### config.mk
export PLATFORM = sky130hd
export DESIGN_NAME = mesh_bounding_box_normalizer
export DESIGN_NICKNAME = d
export VERILOG_FILES = /design/src/hdl/mbbn_pkg.sv /design/src/hdl/mesh_bounding_box_normalizer.sv /design/src/hdl/mbbn_fifo.sv /design/src/hdl/mbbn_front.sv /design/src/hdl/mbbn_fadd.sv /design/src/hdl/mbbn_frcp.sv /design/src/hdl/mbbn_back.sv
export VERILOG_INCLUDE_DIRS = /design/src /design/src/hdl
export SDC_FILE = /design/constraint.sdc
export NUM_CORES = 2
export LEC_CHECK = 0
export ABC_AREA = 0
export BUFFER_PORTS_ARGS = -buffer_cell sky130_fd_sc_hd__buf_2
export CAP_MARGIN = 0
export CORE_UTILIZATION = 35
export DETAILED_ROUTE_END_ITERATION = 12
export GPL_ROUTABILITY_DRIVEN = 0
export SKIP_LAST_GASP = 1
export SYNTH_ARGS = -nofsm -noshare
export SYNTH_HDL_FRONTEND = slang
export SYNTH_SLANG_ARGS = --single-unit
export TNS_END_PERCENT = 5
### constraint.sdc
create_clock -name i_clk -period 14.3 [get_ports i_clk]
set_input_delay 0.715 -clock i_clk [delete_from_list [all_inputs] [get_ports i_clk]]
set_output_delay 0.715 -clock i_clk [all_outputs]
set_load 0.1 [all_outputs]
### src/hdl/assert_macros.svh
// assertion helpers for the bounding box block
`ifndef ASSERT_MACROS_SVH
`define ASSERT_MACROS_SVH
`ifndef SYNTH
`define ASSERT_NEVER(lbl, clk, rst_n, expr) \
    lbl: assert property (@(posedge clk) disable iff (!rst_n) !(expr)) \
        else $error("assertion failed: never");
`define ASSERT_IMPLY(lbl, clk, rst_n, ante, cons) \
    lbl: assert property (@(posedge clk) disable iff (!rst_n) (ante) |-> (cons)) \
        else $error("assertion failed: implication");
`else
`define ASSERT_NEVER(lbl, clk, rst_n, expr)
`define ASSERT_IMPLY(lbl, clk, rst_n, ante, cons)
`endif
`endif

### src/hdl/mbbn_pkg.sv
// ----------------------------------------------------------------------------
// mbbn_pkg
// shared types, constants and single precision helper functions
// ----------------------------------------------------------------------------
package mbbn_pkg;

    localparam int TRI_W = 288;
    localparam int RES_W = 320;
    localparam logic [31:0] CANON_NAN = 32'h7FC0_0000;
    localparam logic [7:0]  EXP_MAX   = 8'hFF;

    typedef logic [31:0] t_f32;

    typedef struct packed {
        t_f32 hi_z;
        t_f32 hi_y;
        t_f32 hi_x;
        t_f32 lo_z;
        t_f32 lo_y;
        t_f32 lo_x;
    } t_box;

    function automatic logic f_is_nan(input t_f32 x);
        return (x[30:23] == EXP_MAX) && (x[22:0] != 23'd0);
    endfunction

    // ieee a < b, false when either is nan
    function automatic logic f_lt(input t_f32 a, input t_f32 b);
        logic r;
        if (f_is_nan(a) || f_is_nan(b)) begin
            r = 1'b0;
        end else if ((a[30:0] == 31'd0) && (b[30:0] == 31'd0)) begin
            r = 1'b0;
        end else if (a[31] != b[31]) begin
            r = a[31];
        end else if (!a[31]) begin
            r = a[30:0] < b[30:0];
        end else begin
            r = a[30:0] > b[30:0];
        end
        return r;
    endfunction

    // exact halving, round to nearest even when the result is subnormal
    function automatic t_f32 f_half(input t_f32 x);
        logic [23:0] m;
        logic [23:0] r;
        t_f32        y;
        m = {(x[30:23] != 8'd0), x[22:0]};
        r = {1'b0, m[23:1]} + {23'd0, (m[0] & m[1])};
        if (x[30:23] == EXP_MAX) begin
            y = x;
        end else if (x[30:23] > 8'd1) begin
            y = {x[31], x[30:23] - 8'd1, x[22:0]};
        end else begin
            y = {x[31], 7'd0, r};
        end
        return y;
    endfunction

    // n holds hidden bit at 26, fraction, guard, round, sticky; e is biased, at least 1
    function automatic t_f32 f_round(input logic s, input logic [9:0] e,
                                     input logic [26:0] n);
        logic [7:0]  ef;
        logic        up;
        logic [30:0] mag;
        t_f32        y;
        ef  = n[26] ? e[7:0] : 8'd0;
        up  = n[2] & (n[1] | n[0] | n[3]);
        mag = {ef, n[25:3]} + {30'd0, up};
        if (e >= 10'd255) begin
            y = {s, EXP_MAX, 23'd0};
        end else begin
            y = {s, mag};
        end
        return y;
    endfunction

    function automatic logic [4:0] f_lzc27(input logic [26:0] v);
        logic [4:0] n;
        n = 5'd27;
        for (int i = 0; i < 27; i++) begin
            if (v[i]) begin
                n = 5'(26 - i);
            end
        end
        return n;
    endfunction

    function automatic t_f32 f_canon(input t_f32 x);
        return f_is_nan(x) ? CANON_NAN : x;
    endfunction

endpackage

### src/hdl/mesh_bounding_box_normalizer.sv
// ----------------------------------------------------------------------------
// mesh_bounding_box_normalizer
// axis aligned bounding box of a triangle mesh with unit scale and centring
// ----------------------------------------------------------------------------
// throughput: one triangle per cycle while the box queue has room
// after the last triangle is taken, the box goes through six passes of the
//   shared four stage adder and the bit serial reciprocal (longest for a
//   subnormal extent) before tvalid rises
// the two entry box queue lets the next mesh stream in meanwhile
// reset: synchronous active low, clears running box and all handshakes
// ----------------------------------------------------------------------------
module mesh_bounding_box_normalizer
    import mbbn_pkg::*;
(
    input  logic             i_clk,
    input  logic             i_rst_n,
    // triangle input
    input  logic             s_axis_tvalid,
    output logic             s_axis_tready,
    // a_x, a_y, a_z, b_x, b_y, b_z, c_x, c_y, c_z (32 bits each)
    input  logic [TRI_W-1:0] s_axis_tdata,
    // final_tri
    input  logic             s_axis_tlast,
    // box result
    output logic             m_axis_tvalid,
    input  logic             m_axis_tready,
    // lo_x, lo_y, lo_z, hi_x, hi_y, hi_z, unit_scale, shift_x, shift_y, shift_z
    output logic [RES_W-1:0] m_axis_tdata
);

    // front to queue
    logic q_push;
    t_box q_box_in;
    logic q_full;
    // queue to back
    logic q_pop;
    logic q_valid;
    t_box q_box_out;

    // front folds each transaction into the running min and max
    mbbn_front u_front (
        .i_clk   (i_clk),
        .i_rst_n (i_rst_n),
        .i_valid (s_axis_tvalid),
        .o_ready (s_axis_tready),
        .i_data  (s_axis_tdata),
        .i_last  (s_axis_tlast),
        .o_push  (q_push),
        .o_box   (q_box_in),
        .i_full  (q_full)
    );

    // finished boxes wait here for the arithmetic
    mbbn_fifo u_fifo (
        .i_clk   (i_clk),
        .i_rst_n (i_rst_n),
        .i_push  (q_push),
        .i_box   (q_box_in),
        .o_full  (q_full),
        .i_pop   (q_pop),
        .o_valid (q_valid),
        .o_box   (q_box_out)
    );

    // back computes extents, scale and shifts and holds the result transaction
    mbbn_back u_back (
        .i_clk     (i_clk),
        .i_rst_n   (i_rst_n),
        .i_q_valid (q_valid),
        .i_q_box   (q_box_out),
        .o_q_pop   (q_pop),
        .o_valid   (m_axis_tvalid),
        .i_ready   (m_axis_tready),
        .o_data    (m_axis_tdata)
    );

endmodule

### src/hdl/mbbn_fifo.sv
// ----------------------------------------------------------------------------
// mbbn_fifo
// two entry queue of finished boxes between front and back
// ----------------------------------------------------------------------------
`include "assert_macros.svh"

module mbbn_fifo
    import mbbn_pkg::*;
(
    input  logic i_clk,
    input  logic i_rst_n,
    input  logic i_push,
    input  t_box i_box,
    output logic o_full,
    input  logic i_pop,
    output logic o_valid,
    output t_box o_box
);

    t_box       r_mem [2];
    logic       r_wp;
    logic       r_rp;
    logic [1:0] r_cnt;

    assign o_full  = (r_cnt == 2'd2);
    assign o_valid = (r_cnt != 2'd0);
    assign o_box   = r_mem[r_rp];

    always_ff @(posedge i_clk) begin
        if (!i_rst_n) begin
            r_wp  <= 1'b0;
            r_rp  <= 1'b0;
            r_cnt <= 2'd0;
        end else begin
            if (i_push) begin
                r_wp <= ~r_wp;
            end
            if (i_pop) begin
                r_rp <= ~r_rp;
            end
            r_cnt <= r_cnt + {1'b0, i_push} - {1'b0, i_pop};
        end
    end

    always_ff @(posedge i_clk) begin
        if (i_push) begin
            r_mem[r_wp] <= i_box;
        end
    end

    `ASSERT_NEVER(a_no_overflow, i_clk, i_rst_n, i_push && o_full)
    `ASSERT_IMPLY(a_no_underflow, i_clk, i_rst_n, i_pop, o_valid)
    `ASSERT_NEVER(a_cnt_range, i_clk, i_rst_n, r_cnt == 2'd3)
    `ASSERT_IMPLY(a_ptr_track, i_clk, i_rst_n, r_cnt != 2'd1, r_wp == r_rp)

endmodule

### src/hdl/mbbn_front.sv
// ----------------------------------------------------------------------------
// mbbn_front
// takes one triangle a cycle while the box queue is not full and folds it into the running box
// ----------------------------------------------------------------------------
module mbbn_front
    import mbbn_pkg::*;
(
    input  logic             i_clk,
    input  logic             i_rst_n,
    input  logic             i_valid,
    output logic             o_ready,
    input  logic [TRI_W-1:0] i_data,
    input  logic             i_last,
    output logic             o_push,
    output t_box             o_box,
    input  logic             i_full
);

    t_f32 r_lo [3];
    t_f32 r_hi [3];
    logic r_first;
    t_f32 n_lo [3];
    t_f32 n_hi [3];
    logic acc;

    assign o_ready = !i_full;
    assign acc     = i_valid && o_ready;
    assign o_push  = acc && i_last;

    always_comb begin
        for (int ax = 0; ax < 3; ax++) begin
            n_lo[ax] = r_first ? i_data[ax*32 +: 32] : r_lo[ax];
            n_hi[ax] = r_first ? i_data[ax*32 +: 32] : r_hi[ax];
            for (int v = 0; v < 3; v++) begin
                if (!f_lt(n_lo[ax], i_data[(3*v+ax)*32 +: 32])) begin
                    n_lo[ax] = i_data[(3*v+ax)*32 +: 32];
                end
                if (!f_lt(i_data[(3*v+ax)*32 +: 32], n_hi[ax])) begin
                    n_hi[ax] = i_data[(3*v+ax)*32 +: 32];
                end
            end
        end
    end

    assign o_box = '{hi_z: n_hi[2], hi_y: n_hi[1], hi_x: n_hi[0],
                     lo_z: n_lo[2], lo_y: n_lo[1], lo_x: n_lo[0]};

    always_ff @(posedge i_clk) begin
        if (!i_rst_n) begin
            r_first <= 1'b1;
            for (int ax = 0; ax < 3; ax++) begin
                r_lo[ax] <= '0;
                r_hi[ax] <= '0;
            end
        end else if (acc) begin
            r_first <= i_last;
            for (int ax = 0; ax < 3; ax++) begin
                r_lo[ax] <= n_lo[ax];
                r_hi[ax] <= n_hi[ax];
            end
        end
    end

endmodule

### src/hdl/mbbn_fadd.sv
// ----------------------------------------------------------------------------
// mbbn_fadd
// four stage single precision adder, round to nearest even
// ----------------------------------------------------------------------------
module mbbn_fadd
    import mbbn_pkg::*;
(
    input  logic i_clk,
    input  logic i_rst_n,
    input  logic i_start,
    input  t_f32 i_a,
    input  t_f32 i_b,
    output logic o_done,
    output t_f32 o_res
);

    logic [3:0] r_vld;

    // stage 1 : specials, swap, align
    logic        big;
    t_f32        x;
    t_f32        y;
    logic [7:0]  ex;
    logic [7:0]  ey;
    logic [7:0]  d;
    logic [4:0]  dd;
    logic [49:0] t;
    logic        spec;
    t_f32        specv;
    logic        a_inf;
    logic        b_inf;

    always_comb begin
        big   = (i_a[30:0] >= i_b[30:0]);
        x     = big ? i_a : i_b;
        y     = big ? i_b : i_a;
        ex    = (x[30:23] == 8'd0) ? 8'd1 : x[30:23];
        ey    = (y[30:23] == 8'd0) ? 8'd1 : y[30:23];
        d     = ex - ey;
        dd    = (d > 8'd26) ? 5'd26 : d[4:0];
        t     = {(y[30:23] != 8'd0), y[22:0], 26'd0} >> dd;
        a_inf = (i_a[30:23] == EXP_MAX) && (i_a[22:0] == 23'd0);
        b_inf = (i_b[30:23] == EXP_MAX) && (i_b[22:0] == 23'd0);
        spec  = 1'b1;
        if (f_is_nan(i_a) || f_is_nan(i_b) || (a_inf && b_inf && (i_a[31] != i_b[31]))) begin
            specv = CANON_NAN;
        end else if (a_inf) begin
            specv = i_a;
        end else if (b_inf) begin
            specv = i_b;
        end else begin
            specv = '0;
            spec  = 1'b0;
        end
    end

    logic        r1_spec;
    t_f32        r1_specv;
    logic        r1_s;
    logic        r1_sub;
    logic        r1_zs;
    logic [7:0]  r1_e;
    logic [26:0] r1_ma;
    logic [26:0] r1_mb;

    // stage 2 : add or subtract magnitudes
    logic        r2_spec;
    t_f32        r2_specv;
    logic        r2_s;
    logic        r2_zs;
    logic [7:0]  r2_e;
    logic [27:0] r2_sum;

    // stage 3 : normalise
    logic [4:0]  lz;
    logic [9:0]  em1;
    logic [4:0]  sh;
    logic [26:0] nn;
    logic [9:0]  ne;
    logic        ns;

    always_comb begin
        lz  = f_lzc27(r2_sum[26:0]);
        em1 = {2'd0, r2_e} - 10'd1;
        sh  = ({5'd0, lz} < em1) ? lz : em1[4:0];
        ns  = (r2_sum == 28'd0) ? r2_zs : r2_s;
        if (r2_sum[27]) begin
            nn = {r2_sum[27:2], r2_sum[1] | r2_sum[0]};
            ne = {2'd0, r2_e} + 10'd1;
        end else begin
            nn = r2_sum[26:0] << sh;
            ne = {2'd0, r2_e} - {5'd0, sh};
        end
    end

    logic        r3_spec;
    t_f32        r3_specv;
    logic        r3_s;
    logic [9:0]  r3_e;
    logic [26:0] r3_n;
    t_f32        r4_res;

    assign o_done = r_vld[3];
    assign o_res  = r4_res;

    always_ff @(posedge i_clk) begin
        if (!i_rst_n) begin
            r_vld <= '0;
        end else begin
            r_vld <= {r_vld[2:0], i_start};
        end
    end

    always_ff @(posedge i_clk) begin
        r1_spec  <= spec;
        r1_specv <= specv;
        r1_s     <= x[31];
        r1_sub   <= i_a[31] ^ i_b[31];
        r1_zs    <= (i_a[31] == i_b[31]) ? i_a[31] : 1'b0;
        r1_e     <= ex;
        r1_ma    <= {(x[30:23] != 8'd0), x[22:0], 3'd0};
        r1_mb    <= {t[49:24], |t[23:0]};

        r2_spec  <= r1_spec;
        r2_specv <= r1_specv;
        r2_s     <= r1_s;
        r2_zs    <= r1_zs;
        r2_e     <= r1_e;
        r2_sum   <= r1_sub ? ({1'b0, r1_ma} - {1'b0, r1_mb})
                           : ({1'b0, r1_ma} + {1'b0, r1_mb});

        r3_spec  <= r2_spec;
        r3_specv <= r2_specv;
        r3_s     <= ns;
        r3_e     <= ne;
        r3_n     <= nn;

        r4_res   <= r3_spec ? r3_specv : f_round(r3_s, r3_e, r3_n);
    end

endmodule

### src/hdl/mbbn_frcp.sv
// ----------------------------------------------------------------------------
// mbbn_frcp
// single precision reciprocal by restoring division, one bit a cycle
// ----------------------------------------------------------------------------
module mbbn_frcp
    import mbbn_pkg::*;
(
    input  logic i_clk,
    input  logic i_rst_n,
    input  logic i_start,
    input  t_f32 i_g,
    output logic o_done,
    output t_f32 o_res
);

    typedef enum logic [1:0] {R_IDLE, R_NORM, R_DIV, R_FIN} t_rstate;

    t_rstate            r_state;
    logic               r_done;
    t_f32               r_res;
    logic               r_s;
    logic [23:0]        r_d;
    logic signed [9:0]  r_e;
    logic [25:0]        r_rem;
    logic [26:0]        r_q;
    logic [4:0]         r_cnt;

    logic               st;
    logic [26:0]        n0;
    logic [26:0]        n1;
    logic signed [10:0] b;
    logic [9:0]         be;

    always_comb begin
        st = (r_rem != 26'd0);
        if (r_q[26]) begin
            n0 = {r_q[26:1], r_q[0] | st};
            b  = 11'sd254 - 11'(r_e);
        end else begin
            n0 = {r_q[25:0], st};
            b  = 11'sd253 - 11'(r_e);
        end
        if (b == 11'sd0) begin
            n1 = {1'b0, n0[26:2], n0[1] | n0[0]};
            be = 10'd1;
        end else if (b < 11'sd0) begin
            n1 = {2'b0, n0[26:3], |n0[2:0]};
            be = 10'd1;
        end else begin
            n1 = n0;
            be = b[9:0];
        end
    end

    assign o_done = r_done;
    assign o_res  = r_res;

    always_ff @(posedge i_clk) begin
        if (!i_rst_n) begin
            r_state <= R_IDLE;
            r_done  <= 1'b0;
        end else begin
            r_done <= 1'b0;
            unique case (r_state)
                R_IDLE: begin
                    if (i_start) begin
                        r_s   <= i_g[31];
                        r_d   <= {(i_g[30:23] != 8'd0), i_g[22:0]};
                        r_e   <= (i_g[30:23] == 8'd0) ? 10'sd1 : $signed({2'b0, i_g[30:23]});
                        r_rem <= 26'h080_0000;
                        r_cnt <= '0;
                        if (f_is_nan(i_g)) begin
                            r_res  <= CANON_NAN;
                            r_done <= 1'b1;
                        end else if (i_g[30:23] == EXP_MAX) begin
                            r_res  <= {i_g[31], 31'd0};
                            r_done <= 1'b1;
                        end else if (i_g[30:0] == 31'd0) begin
                            r_res  <= {i_g[31], EXP_MAX, 23'd0};
                            r_done <= 1'b1;
                        end else begin
                            r_state <= R_NORM;
                        end
                    end
                end
                R_NORM: begin
                    if (r_d[23]) begin
                        r_state <= R_DIV;
                    end else begin
                        r_d <= {r_d[22:0], 1'b0};
                        r_e <= r_e - 10'sd1;
                    end
                end
                R_DIV: begin
                    if (r_rem >= {2'b0, r_d}) begin
                        r_q   <= {r_q[25:0], 1'b1};
                        r_rem <= {r_rem[24:0] - {1'b0, r_d}, 1'b0};
                    end else begin
                        r_q   <= {r_q[25:0], 1'b0};
                        r_rem <= {r_rem[24:0], 1'b0};
                    end
                    r_cnt <= r_cnt + 5'd1;
                    if (r_cnt == 5'd26) begin
                        r_state <= R_FIN;
                    end
                end
                R_FIN: begin
                    r_res   <= f_round(r_s, be, n1);
                    r_done  <= 1'b1;
                    r_state <= R_IDLE;
                end
                default: r_state <= R_IDLE;
            endcase
        end
    end

endmodule

### src/hdl/mbbn_back.sv
// ----------------------------------------------------------------------------
// mbbn_back
// turns a finished box into scale and centring shifts, holds the result
// ----------------------------------------------------------------------------
module mbbn_back
    import mbbn_pkg::*;
(
    input  logic             i_clk,
    input  logic             i_rst_n,
    input  logic             i_q_valid,
    input  t_box             i_q_box,
    output logic             o_q_pop,
    output logic             o_valid,
    input  logic             i_ready,
    output logic [RES_W-1:0] o_data
);

    typedef enum logic [2:0] {ST_IDLE, ST_ISSUE, ST_WAIT, ST_GMAX, ST_RCP, ST_DONE} t_state;

    t_state     r_state;
    t_box       r_box;
    t_f32       r_ext [3];
    t_f32       r_sum [3];
    t_f32       r_g;
    logic [2:0] r_k;
    logic       r_rcp_ok;
    t_f32       r_rcp;
    logic       r_vld;
    logic [RES_W-1:0] r_out;

    t_f32       lo [3];
    t_f32       hi [3];
    logic [2:0] km3;
    logic [1:0] ki;
    t_f32       op_a;
    t_f32       op_b;
    t_f32       g;
    logic       add_start;
    logic       add_done;
    t_f32       add_res;
    logic       rcp_start;
    logic       rcp_done;
    t_f32       rcp_res;

    assign lo[0] = r_box.lo_x;
    assign lo[1] = r_box.lo_y;
    assign lo[2] = r_box.lo_z;
    assign hi[0] = r_box.hi_x;
    assign hi[1] = r_box.hi_y;
    assign hi[2] = r_box.hi_z;

    assign km3 = r_k - 3'd3;
    assign ki  = (r_k < 3'd3) ? r_k[1:0] : km3[1:0];

    // extent = hi - lo, then sum = extent/2 + lo
    always_comb begin
        if (r_k < 3'd3) begin
            op_a = hi[ki];
            op_b = {~lo[ki][31], lo[ki][30:0]};
        end else begin
            op_a = f_half(r_ext[ki]);
            op_b = lo[ki];
        end
        g = 32'd0;
        for (int i = 0; i < 3; i++) begin
            if (!f_lt(r_ext[i], g)) begin
                g = r_ext[i];
            end
        end
    end

    assign add_start = (r_state == ST_ISSUE);
    assign rcp_start = (r_state == ST_RCP);
    assign o_q_pop   = (r_state == ST_IDLE) && i_q_valid && !r_vld;
    assign o_valid   = r_vld;
    assign o_data    = r_out;

    mbbn_fadd u_fadd (
        .i_clk   (i_clk),
        .i_rst_n (i_rst_n),
        .i_start (add_start),
        .i_a     (op_a),
        .i_b     (op_b),
        .o_done  (add_done),
        .o_res   (add_res)
    );

    mbbn_frcp u_frcp (
        .i_clk   (i_clk),
        .i_rst_n (i_rst_n),
        .i_start (rcp_start),
        .i_g     (r_g),
        .o_done  (rcp_done),
        .o_res   (rcp_res)
    );

    always_ff @(posedge i_clk) begin
        if (!i_rst_n) begin
            r_state  <= ST_IDLE;
            r_vld    <= 1'b0;
            r_rcp_ok <= 1'b0;
            r_k      <= '0;
        end else begin
            if (rcp_done) begin
                r_rcp_ok <= 1'b1;
                r_rcp    <= rcp_res;
            end
            if (r_vld && i_ready) begin
                r_vld <= 1'b0;
            end
            unique case (r_state)
                ST_IDLE: begin
                    if (o_q_pop) begin
                        r_box    <= i_q_box;
                        r_k      <= '0;
                        r_rcp_ok <= 1'b0;
                        r_state  <= ST_ISSUE;
                    end
                end
                ST_ISSUE: r_state <= ST_WAIT;
                ST_WAIT: begin
                    if (add_done) begin
                        if (r_k < 3'd3) begin
                            r_ext[ki] <= add_res;
                        end else begin
                            r_sum[ki] <= add_res;
                        end
                        r_k <= r_k + 3'd1;
                        if (r_k == 3'd2) begin
                            r_state <= ST_GMAX;
                        end else if (r_k == 3'd5) begin
                            r_state <= ST_DONE;
                        end else begin
                            r_state <= ST_ISSUE;
                        end
                    end
                end
                ST_GMAX: begin
                    r_g     <= g;
                    r_state <= ST_RCP;
                end
                ST_RCP: r_state <= ST_ISSUE;
                ST_DONE: begin
                    if (r_rcp_ok) begin
                        r_out <= {f_canon({~r_sum[2][31], r_sum[2][30:0]}),
                                  f_canon({~r_sum[1][31], r_sum[1][30:0]}),
                                  f_canon({~r_sum[0][31], r_sum[0][30:0]}),
                                  f_canon(r_rcp),
                                  r_box};
                        r_vld   <= 1'b1;
                        r_state <= ST_IDLE;
                    end
                end
                default: r_state <= ST_IDLE;
            endcase
        end
    end

endmodule

==> flow_summary.yaml <==
clock_network:
  cts_max_level: 4
  clk_latency_ns: 0.86
  clk_pin_slew_ns: 0.07
  cts.path.max_buffers: 3
  cts_sinks: 1789
  postCtsSetupBuffers: 0
  cts-root-buf: "clkbuf_16"
  numCtsBuffers: 188
  cts_tree: "done"
  cts_resized: 0
  cts_hold_buf: 0
grt:
  grt_usage_pct: 23.9
  grt_pass1_wl_mm: 518
  grt_start_max_net_pins: 138
  overflow: 0
  grt_antenna_before_repair: 31
  grt_pass1_vias: 76097
worst_setup_path:
  worstPathMaxFanout: 51
  crit_arrival_ns: 13.98
  critPathLaunchType: "flop"
  critPathCaptureType: "flop"
  cpPeakStageDelay_ns: 0.61
  crit_slowest_cell: "a221oi_1"
  path_class: "flop to flop"
  required_ns: 15.00
  crit_top_cell: "o21ai_0"
power_and_ir_drop:
  cellPowerDensity_mw_per_mm2: 173
  ir_worst_vdd_mv: 0.124
  p_leak_nw: 46.1
synthesis:
  synthCells: 9488
  ys_types: 124
  syn-cell-area_mm2: 0.102
  avgSynthCellArea_um2: 10.8
  yosys_most_used_dff: "edfxtp_1"
  ys_ff_latch: 1789
  async_reset_ff_share_pct: 0
  synth-edff-count: 1500
  synth-warning-count: 0
  yosysSeqAreaShare_pct: 49.7
layout:
  syn_to_final_growth_pct: 13.7
  final_area_mm2: 0.116
  drive_above_1_share_pct: 16.2
  fin_nets: 11074
drt:
  drt_iter0_markers: 9463
  wire_per_inst_um: 25.8
  final_antenna_net_count: 0
  vias: 79425
  routed_wl_mm: 363
  viasPerCell: 5.63
  drt_pass1_iterations: 8
  drc_errors: 0
timing:
  slew_viol_final: 0
  max_clock_freq_mhz: 75.3
  period_needed_ns: 13.28
  rsz0062_at_grt: "false"
  finalCritPeriodShare_pct: 92.9
  skew_ns: 0.0525
  hold_violations: 0
  setup_violations: 0
  setup_tns_ns: 0
  worst_pin_slew_ns: 1.16
  slew-limit-headroom_pct: 22.7
die:
  die_w_um: 543
  die_h_um: 543
  floorplan.initialDensity_pct: 35.2
  pin_count: 615
  die_area_mm2: 0.295
  rows: 198
  core_area_mm2: 0.291
placed_design:
  placed_cell_area_mm2: 0.110
  port_buffers: 614
  dpl.hpwl_mm: 280
outcome:
  status: "finished clean"
hold_path:
  hold_path.class: "input port to flop"
run:
  drv_cap: 0
final cells by class:
class                           count  area, µm²
Fill cell                       28068     174000
Sequential cell                  1789      50800
Multi-Input combinational cell   6514      47000
Clock buffer                      227       5130
Tap cell                         3900       4880
Timing Repair Buffer              718       3920
Inverter                          803       3010
Clock inverter                    128       1580
Antenna cell                       18       45.0
critical path, delay by kind of cell, from the launching register on:
| kind | cells | cell delay, ns |
|---|---|---|
| AOI/OAI and AO/OA | 26 | 7.22 |
| and+or+nand+nor | 10 | 1.89 |
| buffers and inverters | 7 | 2.26 |
| adders and majority gates | 3 | 1.00 |
| DFF | 1 | 0.51 |
path summary, 6_finish.rpt:
kind,start,endpoint,slack (ns),cells after the start
setup reg to reg,u_front.r_first$_SDFFE_PN1P_,u_front.r_hi[0][49]$_SDFFCE_PN0P_,1.02,46
hold reg to reg,u_back.u_fadd.r1_specv[4]$_SDFF_PP0_,u_back.u_fadd.r2_specv[4]$_DFF_P_,0.32,0
setup / recovery,u_front.r_first$_SDFFE_PN1P_,u_front.r_hi[0][49]$_SDFFCE_PN0P_,1.02,46
hold / removal,m_axis_tready,u_back.o_valid$_SDFF_PN0_,0.17,2
cells in the final DEF (no fill, tap or decap), types with 43 or more instances in the layout:
cell type / synthesis / layout
o21a_1: 109 / 109
a21oi_1: 622 / 621
nand2_1: 697 / 695
mux2_4: 57 / 57
buf_4: 21 / 99
nor2_1: 471 / 460
dfxtp_1: 289 / 284
and2_1: 131 / 130
o21ai_0: 526 / 523
a21o_1: 194 / 194
nor2b_1: 306 / 306
buf_2: 57 / 614
conb_1: 1 / 54
nand3_1: 164 / 163
nor4_1: 182 / 181
and3_1: 43 / 43
a211oi_1: 59 / 55
a21boi_0: 76 / 76
nor3_1: 200 / 198
xnor2_1: 81 / 81
mux2i_1: 309 / 307
clkbuf_16: 0 / 199
nand4_1: 234 / 234
inv_1: 796 / 795
xor2_1: 58 / 58
nand2b_1: 82 / 82
ha_1: 763 / 762
edfxtp_1: 1500 / 1500
mux2_2: 407 / 407
power by group:
part | internal [W] | total [W] | switching (W) | leakage (nW)
sequential | 0.00675 | 0.00763 | 0.000886 | 16.4
combinational | 0.00270 | 0.00727 | 0.00457 | 26.4
clock | 0.00309 | 0.00523 | 0.00215 | 3.28
state kept, by name (all words and copies together) (netlist names), 96 cells and up:
signal         flops
u_fifo.r_mem     384
u_front.r_lo      96
u_back.lo         96
u_back.o_data    320
u_front.r_hi      96
u_back.r_sum      96
u_back.r_ext     128
u_back.hi         96
Yosys cell counts, drive strengths merged, types with 34 or more instances:
cell,instances,area (µm²)
nand2,698,2620
a21oi,626,3150
inv,801,3010
and2,131,820
nor2b,306,1910
dfxtp,289,5790
mux2,472,5530
or3,34,213
edfxtp,1500,45000
o21a,110,827
nor4,191,1260
mux2i,310,3120
xor2,58,508
clkbuf,279,1050
ha,763,9550
a211oi,63,500
nand3,164,821
xnor2,81,709
buf,156,983
nor3,205,1060
o211ai,40,310
a21o,195,1470
nand4,235,1490
nand2b,82,513
and2b,34,255
a21boi,85,638
a31oi,39,244
and3,43,269
nor2,473,1780
o21ai,544,2740
layer usage:
layer	track usage [%]	up-vias	routed length, µm
met2	36.4	4225	157000
met3	5.04	969	33300
met4	15.1	12	26900
met1	30.8	38314	146000
li1	-	35905	-
met5	0.197	-	139
logic make-up (layout without fill, tap and decap cells):
group / count (synthesis) / after routing / share of synthesized area, %
simple gates: 2714 / 2714 / 13.6
flops: 1789 / 1789 / 49.7
buf+inv: 1238 / 1876 / 4.93
mux: 783 / 783 / 8.47
xor+xnor: 139 / 139 / 1.19
compound gates: 2057 / 2057 / 12.7
other cells: 1 / 72 / 0.00366
fa+ha+maj: 767 / 767 / 9.40
stage by stage:
stage | power, W | utilization (%) | setup WS, ns | cells | hold WS (ns)
after CTS | 0.0200 | 40.0 | 1.44 | 14079 | 0.0726
after global routing | 0.0210 | 40.0 | 0.564 | 14081 | 0.129
final | 0.0201 | 40.0 | 1.02 | 14097 | 0.167
after detailed placement | 0.0147 | 37.7 | 1.49 | 13724 | 0.312
after floorplan | 0.0123 | - | 2.77 | 9541 | 0.310
after global placement | 0.0146 | 37.7 | 1.65 | 13724 | 0.310
(Power assumes the default switching activity.)
